### config.mk
export PLATFORM = sky130hd
export DESIGN_NAME = mips_integer_alu_top
export DESIGN_NICKNAME = d
export VERILOG_FILES = /design/src/mia_pkg.sv /design/src/mia_dp.sv /design/src/mia_ctrl.sv /design/src/mips_integer_alu_top.sv
export SDC_FILE = /design/constraint.sdc
export NUM_CORES = 1
export LEC_CHECK = 0
export BUFFER_PORTS_ARGS = -buffer_cell sky130_fd_sc_hd__buf_2
export CAP_MARGIN = 5
export CORE_MARGIN = 2
export CORE_UTILIZATION = 29
export CTS_CLUSTER_DIAMETER = 80
export DETAILED_ROUTE_END_ITERATION = 6
export GPL_TIMING_DRIVEN = 0
export PLACE_DENSITY = 0.54
export SYNTH_ARGS = -nofsm -noshare
export SYNTH_HDL_FRONTEND = slang
export SYNTH_SLANG_ARGS = --single-unit
export TNS_END_PERCENT = 20
### constraint.sdc
create_clock -name clk_i -period 3 [get_ports clk_i]
set_input_delay 0.15 -clock clk_i [delete_from_list [all_inputs] [get_ports clk_i]]
set_output_delay 0.15 -clock clk_i [all_outputs]
set_load 0.03 [all_outputs]
### src/mia_pkg.sv
// ----------------------------------------------------------------------------
// mia_pkg
// shared types, selector codes and the operation decoder for the integer alu
// ----------------------------------------------------------------------------
package mia_pkg;

  localparam int DATA_BITS_DEF = 32;
  localparam int LUI_SHIFT     = 16;

  // primary opcodes with special meaning
  localparam logic [5:0] OPC_RTYPE = 6'h00;
  localparam logic [5:0] OPC_LW    = 6'h23;
  localparam logic [5:0] OPC_SW    = 6'h2B;

  // selector codes (function codes and immediate opcodes share one space)
  localparam logic [5:0] SEL_SLL   = 6'h00;
  localparam logic [5:0] SEL_SRL   = 6'h02;
  localparam logic [5:0] SEL_SRA   = 6'h03;
  localparam logic [5:0] SEL_SLLV  = 6'h04;
  localparam logic [5:0] SEL_SRLV  = 6'h06;
  localparam logic [5:0] SEL_SRAV  = 6'h07;
  localparam logic [5:0] SEL_ADDI  = 6'h08;
  localparam logic [5:0] SEL_ADDIU = 6'h09;
  localparam logic [5:0] SEL_SLTI  = 6'h0A;
  localparam logic [5:0] SEL_SLTIU = 6'h0B;
  localparam logic [5:0] SEL_ANDI  = 6'h0C;
  localparam logic [5:0] SEL_ORI   = 6'h0D;
  localparam logic [5:0] SEL_XORI  = 6'h0E;
  localparam logic [5:0] SEL_LUI   = 6'h0F;
  localparam logic [5:0] SEL_DIV   = 6'h1A;
  localparam logic [5:0] SEL_DIVU  = 6'h1B;
  localparam logic [5:0] SEL_ADD   = 6'h20;
  localparam logic [5:0] SEL_ADDU  = 6'h21;
  localparam logic [5:0] SEL_SUB   = 6'h22;
  localparam logic [5:0] SEL_SUBU  = 6'h23;
  localparam logic [5:0] SEL_AND   = 6'h24;
  localparam logic [5:0] SEL_OR    = 6'h25;
  localparam logic [5:0] SEL_XOR   = 6'h26;
  localparam logic [5:0] SEL_NOR   = 6'h27;
  localparam logic [5:0] SEL_SLT   = 6'h2A;
  localparam logic [5:0] SEL_SLTU  = 6'h2B;

  typedef enum logic [3:0] {
    OP_ADD,
    OP_SUB,
    OP_AND,
    OP_OR,
    OP_XOR,
    OP_NOR,
    OP_SLT,
    OP_SLTU,
    OP_SLL,
    OP_SRL,
    OP_SRA,
    OP_LUI,
    OP_DIV,
    OP_DIVU,
    OP_NONE
  } op_e;

  // controller to datapath
  typedef struct packed {
    logic load;        // non-divide op, write result straight away
    logic div_start;   // latch divide operands
    logic div_step;    // one quotient bit
    logic div_finish;  // write divide result
  } ctrl_cmd_t;

  // datapath to controller
  typedef struct packed {
    logic is_div;
    logic div_last;
  } dp_sts_t;

  function automatic op_e decode_op(logic [5:0] opcode, logic [5:0] func);
    logic [5:0] sel;
    op_e        op;
    if (opcode == OPC_RTYPE) begin
      sel = func;
    end else if (opcode == OPC_LW || opcode == OPC_SW) begin
      sel = SEL_ADD;
    end else begin
      sel = opcode;
    end
    unique case (sel)
      SEL_ADD, SEL_ADDI, SEL_ADDU, SEL_ADDIU: op = OP_ADD;
      SEL_SUB, SEL_SUBU:                      op = OP_SUB;
      SEL_AND, SEL_ANDI:                      op = OP_AND;
      SEL_OR, SEL_ORI:                        op = OP_OR;
      SEL_XOR, SEL_XORI:                      op = OP_XOR;
      SEL_NOR:                                op = OP_NOR;
      SEL_SLT, SEL_SLTI:                      op = OP_SLT;
      SEL_SLTU, SEL_SLTIU:                    op = OP_SLTU;
      SEL_SLL, SEL_SLLV:                      op = OP_SLL;
      SEL_SRL, SEL_SRLV:                      op = OP_SRL;
      SEL_SRA, SEL_SRAV:                      op = OP_SRA;
      SEL_LUI:                                op = OP_LUI;
      SEL_DIV:                                op = OP_DIV;
      SEL_DIVU:                               op = OP_DIVU;
      default:                                op = OP_NONE;
    endcase
    return op;
  endfunction

endpackage

### src/mia_dp.sv
// ----------------------------------------------------------------------------
// mia_dp
// alu datapath: decoder, combinational alu ops, radix-2 divider, result registers
// ----------------------------------------------------------------------------
module mia_dp #(
  parameter int DATA_BITS = mia_pkg::DATA_BITS_DEF
) (
  input  logic                  clk_i,
  input  logic                  rst_ni,
  input  logic [5:0]            opcode_i,
  input  logic [5:0]            func_i,
  input  logic [DATA_BITS-1:0]  operand_a_i,
  input  logic [DATA_BITS-1:0]  operand_b_i,
  input  logic                  clear_i,
  input  mia_pkg::ctrl_cmd_t    cmd_i,
  output mia_pkg::dp_sts_t      sts_o,
  output logic [DATA_BITS-1:0]  result_o,
  output logic                  zero_flag_o,
  output logic                  recognized_o
);
  import mia_pkg::*;

  localparam int CW = $clog2(DATA_BITS);

  op_e                  op;
  logic [CW-1:0]        sh;
  logic [DATA_BITS-1:0] alu_r;
  logic                 alu_hit;
  logic                 eq;

  logic [DATA_BITS-1:0] held_q, held_d;
  logic [DATA_BITS-1:0] res_q, res_d;
  logic                 zero_q, zero_d;
  logic                 recog_q, recog_d;

  logic [DATA_BITS-1:0] rem_q, rem_d;
  logic [DATA_BITS-1:0] quo_q, quo_d;
  logic [DATA_BITS-1:0] mb_q, mb_d;
  logic                 neg_q, neg_d;
  logic                 dzero_q, dzero_d;
  logic [CW-1:0]        cnt_q, cnt_d;

  logic                 a_neg, b_neg;
  logic [DATA_BITS:0]   shifted, diff;
  logic                 ge;
  logic [DATA_BITS-1:0] div_r;

  assign op = decode_op(opcode_i, func_i);
  assign sh = operand_b_i[CW-1:0];
  assign eq = (operand_a_i == operand_b_i);

  always_comb begin
    alu_hit = !clear_i;
    alu_r   = '0;
    unique case (op)
      OP_ADD:  alu_r = operand_a_i + operand_b_i;
      OP_SUB:  alu_r = operand_a_i - operand_b_i;
      OP_AND:  alu_r = operand_a_i & operand_b_i;
      OP_OR:   alu_r = operand_a_i | operand_b_i;
      OP_XOR:  alu_r = operand_a_i ^ operand_b_i;
      OP_NOR:  alu_r = ~(operand_a_i | operand_b_i);
      OP_SLT:  alu_r = DATA_BITS'($signed(operand_a_i) < $signed(operand_b_i));
      OP_SLTU: alu_r = DATA_BITS'(operand_a_i < operand_b_i);
      OP_SLL:  alu_r = operand_a_i << sh;
      OP_SRL:  alu_r = operand_a_i >> sh;
      OP_SRA:  alu_r = DATA_BITS'($signed(operand_a_i) >>> sh);
      OP_LUI:  alu_r = operand_b_i << LUI_SHIFT;
      default: alu_hit = 1'b0;  // divides go through the divider, unknown holds
    endcase
  end

  assign sts_o.is_div   = !clear_i && (op == OP_DIV || op == OP_DIVU);
  assign sts_o.div_last = (cnt_q == CW'(DATA_BITS - 1));

  // operand magnitudes for the signed form
  assign a_neg = (op == OP_DIV) && operand_a_i[DATA_BITS-1];
  assign b_neg = (op == OP_DIV) && operand_b_i[DATA_BITS-1];

  // restoring step: bring down one dividend bit, subtract if it fits
  assign shifted = {rem_q, quo_q[DATA_BITS-1]};
  assign diff    = shifted - {1'b0, mb_q};
  assign ge      = !diff[DATA_BITS];

  // zero divisor yields all ones from the loop; sign fix is suppressed then
  assign div_r = neg_q ? ('0 - quo_q) : quo_q;

  always_comb begin
    rem_d   = rem_q;
    quo_d   = quo_q;
    mb_d    = mb_q;
    neg_d   = neg_q;
    dzero_d = dzero_q;
    cnt_d   = cnt_q;
    if (cmd_i.div_start) begin
      rem_d   = '0;
      quo_d   = a_neg ? ('0 - operand_a_i) : operand_a_i;
      mb_d    = b_neg ? ('0 - operand_b_i) : operand_b_i;
      neg_d   = (a_neg ^ b_neg) && (operand_b_i != '0);
      dzero_d = eq;
      cnt_d   = '0;
    end else if (cmd_i.div_step) begin
      rem_d = ge ? diff[DATA_BITS-1:0] : shifted[DATA_BITS-1:0];
      quo_d = {quo_q[DATA_BITS-2:0], ge};
      cnt_d = cnt_q + CW'(1);
    end
  end

  always_comb begin
    held_d  = held_q;
    res_d   = res_q;
    zero_d  = zero_q;
    recog_d = recog_q;
    if (cmd_i.load) begin
      held_d  = alu_hit ? alu_r : held_q;
      res_d   = held_d;
      zero_d  = !clear_i && eq;
      recog_d = alu_hit;
    end else if (cmd_i.div_finish) begin
      held_d  = div_r;
      res_d   = div_r;
      zero_d  = dzero_q;
      recog_d = 1'b1;
    end
  end

  always_ff @(posedge clk_i or negedge rst_ni) begin
    if (!rst_ni) begin
      held_q <= '0;
      cnt_q  <= '0;
    end else begin
      held_q <= held_d;
      cnt_q  <= cnt_d;
    end
  end

  always_ff @(posedge clk_i) begin
    rem_q   <= rem_d;
    quo_q   <= quo_d;
    mb_q    <= mb_d;
    neg_q   <= neg_d;
    dzero_q <= dzero_d;
    res_q   <= res_d;
    zero_q  <= zero_d;
    recog_q <= recog_d;
  end

  assign result_o     = res_q;
  assign zero_flag_o  = zero_q;
  assign recognized_o = recog_q;

endmodule

### src/mia_ctrl.sv
// ----------------------------------------------------------------------------
// mia_ctrl
// sequencer: handshakes, divide iteration control, output valid
// ----------------------------------------------------------------------------
module mia_ctrl (
  input  logic               clk_i,
  input  logic               rst_ni,
  input  logic               in_valid_i,
  output logic               in_stall_o,
  output logic               out_valid_o,
  input  logic               out_stall_i,
  input  mia_pkg::dp_sts_t   sts_i,
  output mia_pkg::ctrl_cmd_t cmd_o
);
  import mia_pkg::*;

  localparam logic [1:0] S_IDLE = 2'd0;
  localparam logic [1:0] S_DIV  = 2'd1;
  localparam logic [1:0] S_DONE = 2'd2;

  logic [1:0] state_q, state_d;
  logic       out_valid_q, out_valid_d;
  logic       out_free;
  logic       accept;

  // output register can take a beat this cycle
  assign out_free   = !out_valid_q || !out_stall_i;
  assign in_stall_o = (state_q != S_IDLE) || !out_free;
  assign accept     = in_valid_i && !in_stall_o;

  always_comb begin
    state_d     = state_q;
    out_valid_d = out_valid_q && out_stall_i;
    cmd_o       = '0;
    unique case (state_q)
      S_IDLE: begin
        if (accept) begin
          if (sts_i.is_div) begin
            cmd_o.div_start = 1'b1;
            state_d         = S_DIV;
          end else begin
            cmd_o.load  = 1'b1;
            out_valid_d = 1'b1;
          end
        end
      end
      S_DIV: begin
        cmd_o.div_step = 1'b1;
        if (sts_i.div_last) begin
          state_d = S_DONE;
        end
      end
      S_DONE: begin
        if (out_free) begin
          cmd_o.div_finish = 1'b1;
          out_valid_d      = 1'b1;
          state_d          = S_IDLE;
        end
      end
      default: state_d = S_IDLE;
    endcase
  end

  always_ff @(posedge clk_i or negedge rst_ni) begin
    if (!rst_ni) begin
      state_q     <= S_IDLE;
      out_valid_q <= 1'b0;
    end else begin
      state_q     <= state_d;
      out_valid_q <= out_valid_d;
    end
  end

  assign out_valid_o = out_valid_q;

`ifndef SYNTHESIS
  a_no_overwrite: assert property (@(posedge clk_i) disable iff (!rst_ni)
    (cmd_o.load || cmd_o.div_finish) |-> !(out_valid_q && out_stall_i))
    else $error("output register overwritten while holding a stalled beat");

  a_cmd_excl: assert property (@(posedge clk_i) disable iff (!rst_ni)
    !(cmd_o.load && cmd_o.div_start))
    else $error("single-cycle load and divide start in the same cycle");

  a_div_enter: assert property (@(posedge clk_i) disable iff (!rst_ni)
    cmd_o.div_start |=> (state_q == S_DIV && cmd_o.div_step))
    else $error("divide start not followed by iteration");

  a_div_exit: assert property (@(posedge clk_i) disable iff (!rst_ni)
    (state_q == S_DIV && sts_i.div_last) |=> (state_q == S_DONE))
    else $error("divider did not finish after last step");
`endif

endmodule

### src/mips_integer_alu_top.sv
// ----------------------------------------------------------------------------
// mips_integer_alu_top
// mips32 integer alu with held result and iterative divider
// ----------------------------------------------------------------------------
// One beat in gives one beat out. Logic, arithmetic, compare, shift and lui
// operations bypass the divider: the result lands in the output register at
// the accepting edge and the next beat can be accepted in the following cycle,
// so the sustained rate is one beat per cycle while the output is not stalled.
// div and divu run through a radix-2 restoring divider that produces one
// quotient bit per cycle, so a divide beat occupies the block for accept, one
// iteration per bit and write back, with in_stall_o high meanwhile. A beat
// with clear_i high, or with an unknown operation, keeps the held result and
// reports recognized_o low. The output register decouples the two sides: a
// new beat is taken in the same cycle the waiting result is drained.
// ----------------------------------------------------------------------------
module mips_integer_alu_top #(
  parameter int DATA_BITS = mia_pkg::DATA_BITS_DEF
) (
  input  logic                 clk_i,
  input  logic                 rst_ni,
  // input channel
  input  logic                 in_valid_i,
  output logic                 in_stall_o,
  input  logic [5:0]           opcode_i,
  input  logic [5:0]           func_i,
  input  logic [DATA_BITS-1:0] operand_a_i,
  input  logic [DATA_BITS-1:0] operand_b_i,
  input  logic                 clear_i,
  // output channel
  output logic                 out_valid_o,
  input  logic                 out_stall_i,
  output logic [DATA_BITS-1:0] result_o,
  output logic                 zero_flag_o,
  output logic                 recognized_o
);
  import mia_pkg::*;

  // command and status between sequencer and datapath
  ctrl_cmd_t cmd;
  dp_sts_t   sts;

  // sequencer: owns handshakes and the divide iteration
  mia_ctrl u_ctrl (
    .clk_i       (clk_i),
    .rst_ni      (rst_ni),
    .in_valid_i  (in_valid_i),
    .in_stall_o  (in_stall_o),
    .out_valid_o (out_valid_o),
    .out_stall_i (out_stall_i),
    .sts_i       (sts),
    .cmd_o       (cmd)
  );

  // datapath: decode, alu, divider, held and output registers
  mia_dp #(
    .DATA_BITS (DATA_BITS)
  ) u_dp (
    .clk_i        (clk_i),
    .rst_ni       (rst_ni),
    .opcode_i     (opcode_i),
    .func_i       (func_i),
    .operand_a_i  (operand_a_i),
    .operand_b_i  (operand_b_i),
    .clear_i      (clear_i),
    .cmd_i        (cmd),
    .sts_o        (sts),
    .result_o     (result_o),
    .zero_flag_o  (zero_flag_o),
    .recognized_o (recognized_o)
  );

endmodule

==> run_results.csv <==
group,metric,value,unit
yosys,yosysWarnings,0,
final_layout,multiInputGateArea,16400,um^2
sta,setup_slack,-443,ps
final_layout,fin_util,37.2,%
critical_path,crit_path_start_kind,"register",
routing,drc,0,
yosys,yosys.area_share.simple,18.1,%
routing,vias_per_cell,6.22,
floorplan,die_w,272,um
yosys,synth_compound_area_share,26.6,%
yosys,ys_types,100,
floorplan,num_io_pins,117,
routing,num_vias,23400,
cts,cts_tree,"yes",
run,drv_cap,0,
global_routing,grt_max_degree,44,
sta,min_period_over_period,115,%
floorplan,die_y,272,um
routing,first_pass_iters,6,
cts,clockBufferDepth,2,
yosys,ys_top_cells_by_area,"edfxtp_1 (14%), ha_1 (8.1%), mux4_2 (5.9%)",
routing,drt-total-wl,113000,um
final_layout,drive_gt1_share,25.9,%
place,dp_slack,-2040,ps
sta,hold_viol_final,0,
floorplan,core-area,71200,um^2
yosys,synthMuxAreaShare,12.7,%
sta,grt_setup_unrepaired,"yes",
final_layout,mostFrequentLayoutCells,"nand2_1 (245), nor2_1 (216), a21oi_1 (147)",
place,dpl.hpwl,87600,um
yosys,avgSynthCellArea,8.09,um^2
place,finalWeightedCongestion,1.05,
routing,final_antenna_net_count,0,
yosys,yosysTopAreaCellShare,14.4,%
global_routing,grt_remaining_overflow,0,
final_layout,n_fill_cell,7370,
sta,timing.hold.ws,56.8,ps
floorplan,initial_core_util,29.2,%
yosys,syn_area,20800,um^2
cts,cts-root-buf,"clkbuf_16",
cts,insertion_delay,490,ps
sta,tightest_slew,1020,ps
floorplan,rows,98,
power,p_leak,0.0103,uW
sta,fin_crit,3440,ps
yosys,async_reset_ff_share,23.3,%
critical_path,path_max_fanout,3,
cts,numCtsBuffers,17,
yosys,synthFlopType,"edfxtp_1",
yosys,syn-num-nets,2788,
critical_path,path_class,"reg2reg",
final_layout,register_area,4640,um^2
sta,clock.fmax,290,MHz
yosys,ys_seq_area_share,22.3,%
final_layout,area_growth,27.6,%
min_path,hold_class,"in2reg",
final_layout,nets,3015,
critical_path,cp-end-kind,"register",
critical_path,cp.required,3370,ps
power,p_per_area,501,nW/um^2
critical_path,worstPathArrival,3810,ps
yosys,yosysTopAreaCell,"edfxtp_1",
final_layout,final_cells,3761,
sta,setup_violations,83,
outcome,violations,"setup timing",
global_routing,antenna_found_initial,2,
cts,cts_sinks,172,
yosys,synth_xor_area_share,5.31,%
yosys,ys_ff_latch,172,
yosys,synth_edf_count,100,
sta,worst_clock_skew,10.5,ps
floorplan,dieArea,73800,um^2
power,ir_drop,520,uV
global_routing,grt_pass1_vias,22400,
global_routing,grt_pass1_wl,161000,um
sta,relSlewSlack,32.0,%
place,port_buffers,113,
routing,wl_per_cell,30.2,um
yosys,synthAdderAreaFrac,8.41,%
routing,dr.first_iter.drc_count,3138,
global_routing,grt.total_usage,30.0,%
cts,htreeDepth,4,
cts,clk_pin_slew,70,ps
outcome,outcome,"finished with violations",
final_layout,layout_commonest_cell,"nand2_1",
sta,finalMaxSlewViolations,0,
yosys,synth_top_family_by_area,"compound AO/OA/AOI/OAI gates",
place,place_inst,3635,
yosys,syn-instance-count,2569,
power,power,13300,uW
-- layout make-up --
class | count | area share (%)
diodes | 2 | 0.0189
plain buffers | 171 | 5.21
clock buffers | 18 | 1.62
clock inverters | 14 | 0.651
inverters | 159 | 2.52
multi-input cells | 2055 | 61.9
flip-flops and latches | 172 | 17.5
well taps | 950 | 4.48
repair buffers | 220 | 6.08
-- what timing repair did --
action                                  in CTS  in global routing
hold buffers                                 4                  0
hold endpoints to repair                    42                  0
gates resized for setup                    378                184
endpoints found under the setup margin     258                223
gates cloned                                 4                  0
setup buffers                               74                 23
pin swaps                                   66                 50
-- through the flow --
step / TNS, ps / cell area (um^2)
floorplan: -2800 / 21200
global placement: -300570 / 23000
detailed placement: -274040 / 23000
CTS: -27880 / 25700
global route: -13740 / 26500
finish: -7540 / 26500
-- per-layer routing --
metal  GRT usage (%)  vias up  part of all wire [%]
li1                -    10100                     -
met1            38.5    11400                    39
met2            45.5     1536                    42
met3            6.99      415                    10
met4            18.7        0                   8.0
met5               0        -                     0
-- Yosys cell counts (all sizes together), types with 20 or more instances --
master	count
a221oi	22
a31oi	32
a21o	31
mux4	54
ha	135
edfxtp	100
and3	20
dfrtp	40
buf	59
nand2	249
a211oi	42
nor2	228
mux2i	100
dfxtp	32
mux2	37
nor3	52
o31ai	36
xnor2	93
xor2	33
nand4	26
clkbuf	125
or3	22
inv	156
a2111oi	24
a21oi	166
o211ai	40
nand2b	23
o21ai	190
nor4	27
nand3	56
-- worst max-delay path, cell delays in order (launching register included) --
cell and delay (ps):
edfxtp_1 530, inv_2 130, ha_4 130, or3b_4 380, or4_4 500, nand2b_4 180, o41ai_4 320, xor2_2 260
nor2_4 90, a2111oi_4 350, nand3_2 130, a221o_1 310
-- flip-flops by register name (all words and copies together) (netlist names) --
name / cells
u_dp.recognized_o: 1
u_dp.mb_q: 32
u_dp.cnt_q: 5
u_dp.quo_q: 32
u_ctrl.out_valid_o: 1
u_dp.result_o: 32
u_dp.zero_flag_o: 1
u_ctrl.state_q: 2
u_dp.rem_q: 32
u_dp.dzero_q: 1
u_dp.held_q: 32
u_dp.neg_q: 1
-- kinds of logic after synthesis --
family                     Yosys count
AOI/OAI and AO/OA                  809
and+or+nand+nor                    790
adders and majority gates          138
DFF                                172
muxes                              191
buffers and inverters              343
xor gates and xnor gates           126
-- where the power goes --
part           internal, uW  switching (uW)  total, uW
clock                  1260            1110       2370
combinational          3230            4290       7520
sequential             3030             380       3410
-- worst paths after layout --
path | slack [ps] | endpoint | cells past startpoint | start
setup / recovery | -440 | u_dp.held_q[28]$_DFFE_PN0P_ | 11 | u_dp.quo_q[0]$_DFFE_PP_
hold / removal | 60 | u_dp.mb_q[24]$_DFFE_PP_ | 2 | operand_b_i[24]
setup reg to reg | -440 | u_dp.held_q[28]$_DFFE_PN0P_ | 11 | u_dp.quo_q[0]$_DFFE_PP_
hold reg to reg | 470 | u_dp.rem_q[8]$_SDFFE_PP0P_ | 2 | u_dp.rem_q[8]$_SDFFE_PP0P_
max in group asynchronous | 1980 | u_dp.held_q[16]$_DFFE_PN0P_ | 2 | rst_ni
min in group asynchronous | 380 | u_dp.cnt_q[2]$_DFFE_PN0P_ | 2 | rst_ni
(Power assumes the default switching activity.)
